## config.mk

```make
export PLATFORM = sky130hd
export DESIGN_NAME = two_table_hash_store
export DESIGN_NICKNAME = d
export VERILOG_FILES = /design/src/hdl/tths_pkg.sv /design/src/hdl/two_table_hash_store.sv /design/src/hdl/tths_hash.sv /design/src/hdl/tths_core.sv
export VERILOG_INCLUDE_DIRS = /design/src /design/src/hdl
export SDC_FILE = /design/constraint.sdc
export NUM_CORES = 1
export LEC_CHECK = 0
export BUFFER_PORTS_ARGS = -buffer_cell sky130_fd_sc_hd__buf_2
export CAP_MARGIN = 30
export CORE_ASPECT_RATIO = 0.75
export CORE_MARGIN = 2
export CORE_UTILIZATION = 56
export DETAILED_ROUTE_END_ITERATION = 10
export PLACE_DENSITY_LB_ADDON = 0.08
export SETUP_SLACK_MARGIN = 0.1
export SLEW_MARGIN = 20
export SYNTH_ARGS = -nofsm -noshare
export SYNTH_HDL_FRONTEND = slang
export SYNTH_SLANG_ARGS = --single-unit
```

## constraint.sdc

```tcl
create_clock -name clk -period 11.65 [get_ports clk]
set_input_delay 2.33 -clock clk [delete_from_list [all_inputs] [get_ports clk]]
set_output_delay 2.33 -clock clk [all_outputs]
set_load 0.005 [all_outputs]
```

## src/hdl/two_table_hash_store_defines.svh

```systemverilog
// Assertion macros for the hash store RTL.
// Needs clk and rst_n in scope where the macros are used.
`ifndef TWO_TABLE_HASH_STORE_DEFINES_SVH
`define TWO_TABLE_HASH_STORE_DEFINES_SVH

// same-cycle implication, off during reset
`define TTHS_ASSERT_NOW(lbl, ante, cons, msg) \
    lbl: assert property (@(posedge clk) disable iff (!rst_n) (ante) |-> (cons)) \
        else $error(msg);

// next-cycle implication, off during reset
`define TTHS_ASSERT_NEXT(lbl, ante, cons, msg) \
    lbl: assert property (@(posedge clk) disable iff (!rst_n) (ante) |=> (cons)) \
        else $error(msg);

`endif

```

## src/hdl/tths_pkg.sv

```systemverilog
// Types, constants and hash helpers for the two-table hash store.
// No dependencies.
`timescale 1ns / 1ps
`default_nettype none

package tths_pkg;

    localparam int TABLE_SIZE = 16;
    localparam int IDX_W      = $clog2(TABLE_SIZE);
    localparam int KEY_W      = 31;
    localparam int SLOT_W     = 4;

    typedef logic [IDX_W-1:0] idx_t;
    typedef logic [KEY_W-1:0] key_t;

    typedef enum logic [1:0] {
        ACT_SEARCH = 2'd0,
        ACT_INSERT = 2'd1,
        ACT_DELETE = 2'd2
    } action_t;

    typedef enum logic [1:0] {
        MARK_EMPTY = 2'd0,
        MARK_OCC   = 2'd1,
        MARK_EXCL  = 2'd2
    } mark_t;

    typedef enum logic [1:0] {
        FOUND_NONE   = 2'd0,
        FOUND_FIRST  = 2'd1,
        FOUND_SECOND = 2'd2
    } found_t;

    typedef struct packed {
        idx_t p1;
        idx_t p2;
    } hash_t;

    typedef struct packed {
        found_t              found;
        logic [SLOT_W-1:0]   slot;
        logic                inserted;
    } result_t;

    // elaboration-time entry of the second-slot table: floor(TABLE_SIZE * r / 10)
    function automatic idx_t slot2_at(int r);
        return idx_t'((TABLE_SIZE * r) / 10);
    endfunction

    // indexed by (9*key) mod 10; codes above 9 never occur
    localparam idx_t SLOT2_LUT [16] = '{
        slot2_at(0), slot2_at(1), slot2_at(2), slot2_at(3),
        slot2_at(4), slot2_at(5), slot2_at(6), slot2_at(7),
        slot2_at(8), slot2_at(9), idx_t'(0), idx_t'(0),
        idx_t'(0), idx_t'(0), idx_t'(0), idx_t'(0)
    };

    // key mod 5: 16 == 1 mod 5, so fold hex digits
    function automatic logic [2:0] key_mod5(key_t k);
        logic [31:0] kx;
        logic [6:0]  s1;
        logic [4:0]  s2;
        logic [4:0]  s3;
        logic [4:0]  r;
        kx = {1'b0, k};
        s1 = '0;
        for (int i = 0; i < 8; i++) begin
            s1 = s1 + 7'(kx[4*i +: 4]);
        end
        s2 = 5'(s1[6:4]) + 5'(s1[3:0]);
        s3 = 5'(s2[4]) + 5'(s2[3:0]);
        if (s3 >= 5'd15)
            r = s3 - 5'd15;
        else if (s3 >= 5'd10)
            r = s3 - 5'd10;
        else if (s3 >= 5'd5)
            r = s3 - 5'd5;
        else
            r = s3;
        return r[2:0];
    endfunction

endpackage

`default_nettype wire

```

## src/hdl/two_table_hash_store.sv

```systemverilog
// Two-table hash store: search, insert (one displacement) and delete on 31-bit keys.
// Depends on tths_pkg, tths_hash and tths_core.
`timescale 1ns / 1ps
`default_nettype none

// One word is accepted per clock while in_ready is high, and each gives exactly one
// result word. A word is hashed on the way into the input register; all table reads,
// the insert/delete update and the result are done while it is held there, and the
// result enters the output register as the word advances. Table updates land at the
// same edge as the result, so the following word always sees them. The output
// register frees the input side while a result waits; throughput is one word per
// cycle as long as out_ready stays high. After reset all tables read as empty.
module two_table_hash_store (
    input  var logic        clk,
    input  var logic        rst_n,
    input  var logic        in_valid,
    output logic            in_ready,
    input  var logic [1:0]  action,
    input  var logic [30:0] key,
    output logic            out_valid,
    input  var logic        out_ready,
    output logic [1:0]      found_in,
    output logic [3:0]      slot,
    output logic            inserted
);

    logic                 s1_valid_reg;
    logic                 s1_valid_next;
    logic [1:0]           s1_action_reg;
    tths_pkg::key_t       s1_key_reg;
    tths_pkg::hash_t      s1_hash_reg;
    logic                 out_valid_reg;
    logic                 out_valid_next;
    tths_pkg::result_t    out_res_reg;

    tths_pkg::hash_t      in_hash;
    tths_pkg::result_t    core_res;
    logic                 advance;
    logic                 in_take;

    tths_hash u_hash (
        .key  (key),
        .hash (in_hash)
    );

    tths_core u_core (
        .clk    (clk),
        .rst_n  (rst_n),
        .go     (advance),
        .action (s1_action_reg),
        .key    (s1_key_reg),
        .hash   (s1_hash_reg),
        .result (core_res)
    );

    always_comb
    begin
        advance  = s1_valid_reg && (!out_valid_reg || out_ready);
        in_ready = !s1_valid_reg || advance;
        in_take  = in_valid && in_ready;

        if (in_take)
            s1_valid_next = 1'b1;
        else if (advance)
            s1_valid_next = 1'b0;
        else
            s1_valid_next = s1_valid_reg;

        if (advance)
            out_valid_next = 1'b1;
        else if (out_ready)
            out_valid_next = 1'b0;
        else
            out_valid_next = out_valid_reg;
    end

    always_ff @(posedge clk or negedge rst_n)
    begin
        if (!rst_n)
        begin
            s1_valid_reg  <= 1'b0;
            out_valid_reg <= 1'b0;
        end
        else
        begin
            s1_valid_reg  <= s1_valid_next;
            out_valid_reg <= out_valid_next;
        end
    end

    always_ff @(posedge clk)
    begin
        if (in_take)
        begin
            s1_action_reg <= action;
            s1_key_reg    <= key;
            s1_hash_reg   <= in_hash;
        end
        if (advance)
            out_res_reg <= core_res;
    end

    assign out_valid = out_valid_reg;
    assign found_in  = out_res_reg.found;
    assign slot      = out_res_reg.slot;
    assign inserted  = out_res_reg.inserted;

endmodule

`default_nettype wire

```

## src/hdl/tths_hash.sv

```systemverilog
// Slot hashes of one key: key mod size and the second-table slot.
// Depends on tths_pkg.
`timescale 1ns / 1ps
`default_nettype none

module tths_hash (
    input  var tths_pkg::key_t  key,
    output tths_pkg::hash_t     hash
);

    logic [2:0] m5;
    logic [3:0] r10;
    logic [3:0] r9;

    always_comb
    begin
        m5 = tths_pkg::key_mod5(key);
        // CRT: pick the residue mod 10 whose parity matches the key
        if (m5[0] == key[0])
            r10 = 4'(m5);
        else
            r10 = 4'(m5) + 4'd5;
        // (9*k) mod 10 == (-k) mod 10
        if (r10 == 4'd0)
            r9 = 4'd0;
        else
            r9 = 4'd10 - r10;
        hash.p1 = key[tths_pkg::IDX_W-1:0];
        hash.p2 = tths_pkg::SLOT2_LUT[r9];
    end

endmodule

`default_nettype wire

```

## src/hdl/tths_core.sv

```systemverilog
// Key tables with lookup, insert with one displacement, and delete.
// Depends on tths_pkg and two_table_hash_store_defines.svh.
`timescale 1ns / 1ps
`default_nettype none
`include "two_table_hash_store_defines.svh"

module tths_core (
    input  var logic              clk,
    input  var logic              rst_n,
    input  var logic              go,
    input  var logic [1:0]        action,
    input  var tths_pkg::key_t    key,
    input  var tths_pkg::hash_t   hash,
    output tths_pkg::result_t     result
);

    tths_pkg::key_t  first_keys_reg  [tths_pkg::TABLE_SIZE];
    tths_pkg::idx_t  first_slot2_reg [tths_pkg::TABLE_SIZE];  // second slot of resident key
    tths_pkg::mark_t first_marks_reg [tths_pkg::TABLE_SIZE];
    tths_pkg::key_t  second_keys_reg [tths_pkg::TABLE_SIZE];
    logic [tths_pkg::TABLE_SIZE-1:0] second_full_reg;

    tths_pkg::mark_t mark;
    tths_pkg::key_t  old_key;
    tths_pkg::idx_t  old_p2;
    logic            hit1;
    logic            hit2;
    logic            first_we;
    logic            mark_we;
    tths_pkg::mark_t mark_wdata;
    logic            move_we;
    logic            clr_second;
    logic            ins;

    always_comb
    begin
        mark    = first_marks_reg[hash.p1];
        old_key = first_keys_reg[hash.p1];
        old_p2  = first_slot2_reg[hash.p1];
        hit1    = (mark == tths_pkg::MARK_OCC) && (old_key == key);
        hit2    = (mark != tths_pkg::MARK_EMPTY) && !hit1 && second_full_reg[hash.p2]
                  && (second_keys_reg[hash.p2] == key);

        first_we   = 1'b0;
        mark_we    = 1'b0;
        mark_wdata = tths_pkg::MARK_OCC;
        move_we    = 1'b0;
        clr_second = 1'b0;
        ins        = 1'b0;
        if (action == tths_pkg::ACT_INSERT)
        begin
            if (mark != tths_pkg::MARK_OCC)
            begin
                first_we = 1'b1;
                mark_we  = 1'b1;
                ins      = 1'b1;
            end
            else if ((old_key != key) && !second_full_reg[old_p2])
            begin
                first_we = 1'b1;
                move_we  = 1'b1;
                ins      = 1'b1;
            end
        end
        else if (action == tths_pkg::ACT_DELETE)
        begin
            if (hit2)
                clr_second = 1'b1;
            else if (hit1)
            begin
                mark_we    = 1'b1;
                mark_wdata = tths_pkg::MARK_EXCL;
            end
        end

        if (hit1)
        begin
            result.found = tths_pkg::FOUND_FIRST;
            result.slot  = tths_pkg::SLOT_W'(hash.p1);
        end
        else if (hit2)
        begin
            result.found = tths_pkg::FOUND_SECOND;
            result.slot  = tths_pkg::SLOT_W'(hash.p2);
        end
        else
        begin
            result.found = tths_pkg::FOUND_NONE;
            result.slot  = '0;
        end
        result.inserted = ins;
    end

    // key storage, no reset: entries are read only behind a mark or full bit
    always_ff @(posedge clk)
    begin
        if (go && first_we)
        begin
            first_keys_reg[hash.p1]  <= key;
            first_slot2_reg[hash.p1] <= hash.p2;
        end
        if (go && move_we)
            second_keys_reg[old_p2] <= old_key;
    end

    always_ff @(posedge clk or negedge rst_n)
    begin
        if (!rst_n)
        begin
            for (int i = 0; i < tths_pkg::TABLE_SIZE; i++)
            begin
                first_marks_reg[i] <= tths_pkg::MARK_EMPTY;
            end
            second_full_reg <= '0;
        end
        else if (go)
        begin
            if (mark_we)
                first_marks_reg[hash.p1] <= mark_wdata;
            if (move_we)
                second_full_reg[old_p2] <= 1'b1;
            if (clr_second)
                second_full_reg[hash.p2] <= 1'b0;
        end
    end

    `TTHS_ASSERT_NEXT(a_ins_lands, go && ins,
        (first_marks_reg[$past(hash.p1)] == tths_pkg::MARK_OCC)
        && (first_keys_reg[$past(hash.p1)] == $past(key)),
        "insert did not leave key in first slot")

    `TTHS_ASSERT_NEXT(a_del_second, go && clr_second,
        !second_full_reg[$past(hash.p2)],
        "second-table delete left slot full")

    `TTHS_ASSERT_NOW(a_no_dup_ins, go && ins,
        result.found != tths_pkg::FOUND_FIRST,
        "key already in first slot was inserted again")

endmodule

`default_nettype wire
```

Word-level counts from Yosys, hierarchy flattened

Memories as Yosys holds them, arrays and structs flattened. A register that Yosys moved wholly into a read port is not among the register bits.
Index checks and enable logic that the tools add are counted.

Bits in latches: 0
Logic and storage cells: 139
RAM bits: 1,056
Memories kept: 4
Register bits: 94
Memory bits (read-only): 64
Input port bits: 37

Div/mod/pow operators: 0
Equal/unequal tests: 8
Shift-type cells: 0
Reduce and logical (&&, ||, !) cells: 23
Bitwise logic cells: 5
Mux-type cells: 51
Multipliers: 0
Add/subtract/negate cells: 14
$lt $le $gt $ge: 9

Memories:

| memory                 | words | width | read ports | clocked after memory_dff | write ports | line            | text |
|---|---|---|---|---|---|---|---|
| u_core.first_keys_reg  | 16    | 31    | 1          | 1                        | 1           | tths_core.sv:17 | `tths_pkg::key_t first_keys_reg [tths_pkg::TABLE_SIZE];` |
| u_core.second_keys_reg | 16    | 31    | 1          | 0                        | 1           | tths_core.sv:20 | `tths_pkg::key_t second_keys_reg [tths_pkg::TABLE_SIZE];` |
| (no name shown)        | 16    | 4     | 1          | 1                        | 0           | tths_hash.sv:29 | `hash.p2 = tths_pkg::SLOT2_LUT[r9];` |
| u_core.first_slot2_reg | 16    | 4     | 1          | 1                        | 1           | tths_core.sv:18 | `tths_pkg::idx_t first_slot2_reg [tths_pkg::TABLE_SIZE];` |

Operator list:

| cell                                                                                | number |
|---|---|
| 31-bit equality test                                                                | 2 |
| 16-bit 2-to-1 mux                                                                   | 3 |
| 7-bit by 4-bit adder with 7-bit output                                              | 5 |
| 32-bit bitwise mux                                                                  | 1 |
| 31-bit != test                                                                      | 1 |
| 1-bit 2-to-1 mux                                                                    | 25 |
| 4-bit 2-to-1 mux                                                                    | 5 |
| 16-bit AND                                                                          | 1 |
| 16-bit inverter                                                                     | 1 |
| 16-bit bitwise OR                                                                   | 1 |
| 2-bit 2-to-1 mux                                                                    | 7 |
| 1-bit logical AND                                                                   | 12 |
| 5-bit by 4-bit greater-or-equal comparator with 1-bit output, second input constant | 2 |
| 4-bit by 5-bit less-than comparator with 1-bit output, second input constant        | 2 |
| 4-bit inverter with 5-bit output                                                    | 2 |
| 3-bit 2-to-1 mux                                                                    | 3 |
| 1-bit binary-select mux with 4-bit select                                           | 2 |
| 2-bit binary-select mux with 4-bit select                                           | 1 |
| 1-bit demux with 4-bit select                                                       | 2 |
| 2-bit demux with 4-bit select                                                       | 1 |
| 4-bit by 1-bit greater-or-equal comparator with 1-bit output, second input constant | 2 |
| 7-bit by 3-bit adder with 7-bit output                                              | 1 |
| 6-bit 2-to-1 mux                                                                    | 1 |
| 2-bit nonzero test                                                                  | 3 |
| other kinds (18)                                                                    | 24 |

Depth between registers and ports, before layout

Depth after elaboration: 18
Depth in mapped cells: 43

By module

Synthesis repeated with hierarchy kept, for this count alone.

Cells, all modules: 2,469
Area total of the unflattened synthesis: 47,494.3 µm²

Modules (own cells, without submodules):

| module               | instances | area each (µm²) | cells each | seq. area each (µm²) |
|---|---|---|---|---|
| tths_core            | 1         | 44,193.6        | 2,214      | 32,911.6 |
| tths_hash            | 1         | 1,755.4         | 199        | 0.0 |
| two_table_hash_store | 1         | 1,545.2         | 56         | 1,491.4 |

Worst setup path before layout

No wires, ideal clock.

Path kind: input port to flip-flop
Start: input key[0]
End: register s1_hash_reg[1] (netlist name)
Slack: 1.056 ns
Data arrival time: 10.331 ns
Library setup time: 0.263 ns
Stages: 40
Required time: 11.387 ns
Path through: ha_1 fa_1 xor2_1 fa_1 inv_1 fa_1 fa_1 inv_1 fa_1 ha_1 a21o_1 a21oi_1 xnor2_1 ha_1 fa_1 a21oi_1 nor2_1 ha_1 [... 4 more ...] ha_1 a22oi_1 a211oi_1 a21oi_1 o221ai_1 clkbuf_1 ha_1 clkbuf_1 o21ai_0 a21o_1 nand2_1 inv_1 ha_1 inv_1 nor2_1 o211a_1 nor3_1 o2bb2ai_1

Word-level cells in the longest chain between the ends: 18
Elaborated cells between the ends (all ways): 25

Ends and longest elaborated chain:

| element                                                                                          | line                             | text |
|---|---|---|
| start, declared                                                                                  | two_table_hash_store.sv:19       | `input var logic [30:0] key,` |
| 4-bit by 4-bit adder with 5-bit output                                                           | tths_pkg.sv:68                   | `s1 = s1 + 7'(kx[4*i +: 4]);` |
| 7-bit by 4-bit adder with 7-bit output (5 in a row)                                              | tths_pkg.sv:68                   |  |
| 7-bit by 3-bit adder with 7-bit output                                                           | tths_pkg.sv:68                   |  |
| 3-bit by 4-bit adder with 5-bit output                                                           | tths_pkg.sv:70                   | `s2 = 5'(s1[6:4]) + 5'(s1[3:0]);` |
| 1-bit by 4-bit adder with 5-bit output                                                           | tths_pkg.sv:71                   | `s3 = 5'(s2[4]) + 5'(s2[3:0]);` |
| 5-bit by 3-bit greater-or-equal comparator with 1-bit output or 3-bit subtractor (tied branches) | tths_pkg.sv:76, tths_pkg.sv:77   |  |
| 3-bit 2-to-1 mux                                                                                 | tths_pkg.sv:76                   | `else if (s3 >= 5'd5)` |
| 3-bit 2-to-1 mux                                                                                 | tths_pkg.sv:74                   | `else if (s3 >= 5'd10)` |
| 3-bit 2-to-1 mux                                                                                 | tths_pkg.sv:72                   | `if (s3 >= 5'd15)` |
| 3-bit by 3-bit adder with 4-bit output or 1-bit equality test (tied branches)                    | tths_hash.sv:22, tths_hash.sv:19 |  |
| 4-bit 2-to-1 mux (*)                                                                             | tths_hash.sv:19                  | `if (m5[0] == key[0])` |
| 4-bit subtractor or 4-bit logical NOT (tied branches)                                            | tths_hash.sv:27, tths_hash.sv:24 |  |
| 4-bit 2-to-1 mux (*)                                                                             | tths_hash.sv:24                  | `if (r10 == 4'd0)` |
| 4-bit inverter with 5-bit output (not written as such) (*)                                       | tths_hash.sv:29                  |  |

Every way passes the cells marked *; elsewhere a longest branch is shown, timed or not.
A chain may end at the register's enable or synchronous reset.

Worst setup path after layout

Start: input key[0]
End: register s1_hash_reg[1] (netlist name)

Word-level cells in the longest chain between the ends: 18
Elaborated cells between the ends (all ways): 25

Ends and longest elaborated chain:

| element                                                                                          | line |
|---|---|
| 4-bit by 4-bit adder with 5-bit output                                                           | tths_pkg.sv:68 |
| 7-bit by 4-bit adder with 7-bit output (5 in a row)                                              | tths_pkg.sv:68 |
| 7-bit by 3-bit adder with 7-bit output                                                           | tths_pkg.sv:68 |
| 3-bit by 4-bit adder with 5-bit output                                                           | tths_pkg.sv:70 |
| 1-bit by 4-bit adder with 5-bit output                                                           | tths_pkg.sv:71 |
| 5-bit by 3-bit greater-or-equal comparator with 1-bit output or 3-bit subtractor (tied branches) | tths_pkg.sv:76, tths_pkg.sv:77 |
| 3-bit 2-to-1 mux                                                                                 | tths_pkg.sv:76 |
| 3-bit 2-to-1 mux                                                                                 | tths_pkg.sv:74 |
| 3-bit 2-to-1 mux                                                                                 | tths_pkg.sv:72 |
| 3-bit by 3-bit adder with 4-bit output or 1-bit equality test (tied branches)                    | tths_hash.sv:22, tths_hash.sv:19 |
| 4-bit 2-to-1 mux (*)                                                                             | tths_hash.sv:19 |
| 4-bit subtractor or 4-bit logical NOT (tied branches)                                            | tths_hash.sv:27, tths_hash.sv:24 |
| 4-bit 2-to-1 mux (*)                                                                             | tths_hash.sv:24 |
| 4-bit inverter with 5-bit output (not written as such) (*)                                       | tths_hash.sv:29 |

Marked as above.

==> results.py <==
metrics = {
    "outcome": {
        "outcome": "finished clean",
    },
    "timing": {
        "fin_crit_sh": 0.936,
        "fin_skew_ps": 36.7,
        "maxSlewViolCount": 0,
        "finalHoldViolCount": 0,
        "tns_ps": 0,
        "period_minus_slack_ps": 10900,
        "setup_viol": 0,
        "fmaxAchievable_ghz": 0.0917,
        "max-slew-margin-rel": 0.381,
        "worst_pin_slew_ps": 928,
        "rsz0062_at_grt": "false",
    },
    "min_path": {
        "hold_depth": 1,
        "hp-class": "reg2reg",
    },
    "clock_network": {
        "cts-root-buf": "clkbuf_16",
        "cts_hold_buffers": 0,
        "cts_setup_buffers": 0,
        "htreeDepth": 3,
        "ctsLongestPathBuffers": 3,
        "clk_latency_ps": 690,
        "clkTransAtPathRegs_ps": 60,
        "cts_resized": 0,
        "cts_tree": "yes",
        "cts_sinks": 1154,
        "cts_made_buffers": 109,
    },
    "critical_path": {
        "crit_fanout": 12,
        "critical_path.most_common_cell": "ha_1",
        "r2r_cells": 13,
        "cp.required_ps": 12090,
        "cp-start-kind": "input port",
        "slowest_stage": "fa_1",
        "arrival_ps": 11340,
        "crit_type": "in2reg",
        "max_stage_delay_ps": 490,
        "end_kind": "flop",
    },
    "yosys": {
        "synth-seq-area-share": 0.740,
        "synth_top_cell_by_area": "edfxtp_1",
        "async_flop_share": 0.0433,
        "synth.area.top_cells": "edfxtp_1 (71%), mux4_2 (17%), dfrtp_1 (2.7%), xnor2_1 (1.0%), fa_1 (0.82%)",
        "yosysWarnings": 0,
        "syn-num-nets": 2202,
        "synth_edf_count": 1100,
        "synth-seq-cells": 1154,
        "syn_area_per_cell_um2": 21.9,
        "synth_top_area_frac": 0.712,
        "netlist_instances": 2116,
        "ys.flop_type": "edfxtp_1",
        "synth.distinct_cells": 69,
        "syn-cell-area_um2": 46400,
    },
    "die": {
        "die_h_um": 253,
        "coreArea_um2": 82200,
        "num_rows": 91,
        "initial_core_util": 0.565,
        "die-area_um2": 85200,
        "die_x_um": 336,
        "ios": 46,
    },
    "global_route": {
        "grt_pass1_wl_um": 155000,
        "overflow": 0,
        "grt_pass1_vias": 22700,
        "grtUsageTotal": 0.257,
        "antenna_found_initial": 2,
        "grt_max_degree": 121,
    },
    "placed_design": {
        "place_hpwl_um": 57800,
        "portBuffers": 45,
        "routabilityCongestion": 0.835,
    },
    "routing": {
        "drtIter0Drc": 2552,
        "wire_per_inst_um": 30.7,
        "ant_nets": 0,
        "via_count": 22100,
        "vias_per_cell": 6.42,
        "drt-pass1-iter-count": 6,
        "routed_wl_um": 106000,
        "route.detailed.drc": 0,
    },
    "layout": {
        "area_growth_pct": 11.4,
        "drive_above_1_share": 0.278,
        "diodes": 0,
        "fillers": 5613,
        "nets": 2324,
    },
    "flow_run": {
        "maxCapViolations": 0,
    },
}
-- logic make-up (layout without fill, tap and decap cells) --
family	Yosys count	count (layout)	share of synthesized area
simple gates	200	200	0.0215
mux	396	396	0.179
fa+ha+maj	49	49	0.0163
compound gates	97	97	0.0145
xor+xnor	73	73	0.0144
buf+inv	147	352	0.0145
flops	1154	1154	0.740
-- metrics by stage --
stage          instances  instance area, um^2  worst slack (ps)  utilization  hold WS, ps
6_report            3437                51700               746        0.629          492
4_1_cts             3436                51700               893        0.629          495
5_1_grt             3437                51700               277        0.629          512
2_1_floorplan       2116                46400              1060            -          453
3_3_place_gp        3240                48300               577        0.587          469
3_5_place_dp        3242                48300               172        0.588          482
-- synth_stat cells, types with 26 or more instances --
master	count
mux2_1	27
nand3_1	27
inv_1	51
mux4_2	342
a21oi_1	26
xnor2_1	54
edfxtp_1	1100
nor2_1	64
ha_1	30
clkbuf_1	40
nand2_1	28
dfrtp_1	50
-- worst max-delay path: cells and delay by family --
family	cells	cell delay, ps
and+or+nand+nor	7	1160
adders and majority gates	14	5130
AOI/OAI and AO/OA	8	1600
xor gates and xnor gates	2	280
buffers and inverters	5	830
-- per-layer routing --
metal  routed length [um]  GRT usage  vias to the layer above
met4                 2320     0.0608                        2
met3                 7880     0.0480                      177
li1                     -          -                     9120
met5                    9          0                        -
met1                45500      0.391                    11800
met2                49800      0.392                      983
-- area by class of cell --
cell class / instances / area (um^2) / area share
inverter: 54 / 203 / 0.00392
timing repair buffer: 104 / 722 / 0.0140
multi-input combinational: 815 / 11600 / 0.225
clock inverter: 53 / 437 / 0.00844
sequential: 1154 / 34400 / 0.665
clock buffer: 141 / 2970 / 0.0575
tap: 1116 / 1400 / 0.0270
-- final timing paths --
path | startpoint | to | slack (ps)
min reg2reg | s1_valid_reg$_DFFE_PN0P_ | out_valid$_DFFE_PN0P_ | 490
max reg2reg | flop | u_core.first_keys_reg[4][29]$_DFFE_PP_ | 4720
min in group asynchronous | rst_n | u_core.second_full_reg[7]$_DFFE_PN0P_ | 1590
max | key[0] | s1_hash_reg[1]$_DFFE_PP_ | 750
max in group asynchronous | rst_n | u_core.first_marks_reg[30]$_DFFE_PN0P_ | 9560
min | s1_valid_reg$_DFFE_PN0P_ | out_valid$_DFFE_PN0P_ | 490
-- cell usage in the layout (no fill, tap or decap), types with 26 or more instances in the layout --
master / synthesis / layout
nand2_1: 28 / 28
inv_1: 51 / 50
clkbuf_16: 0 / 113
ha_1: 30 / 30
dfrtp_1: 50 / 50
nand3_1: 27 / 27
buf_4: 8 / 54
nor2_1: 64 / 36
clkinv_1: 1 / 26
xnor2_1: 54 / 54
mux4_2: 342 / 342
buf_2: 24 / 45
nor2_4: 0 / 28
mux2_1: 27 / 27
a21oi_1: 26 / 26
edfxtp_1: 1100 / 1100
Power is left out: the tool's default activity adds up to more than one toggle a clock period on the data nets, which glitch-free logic cannot reach.
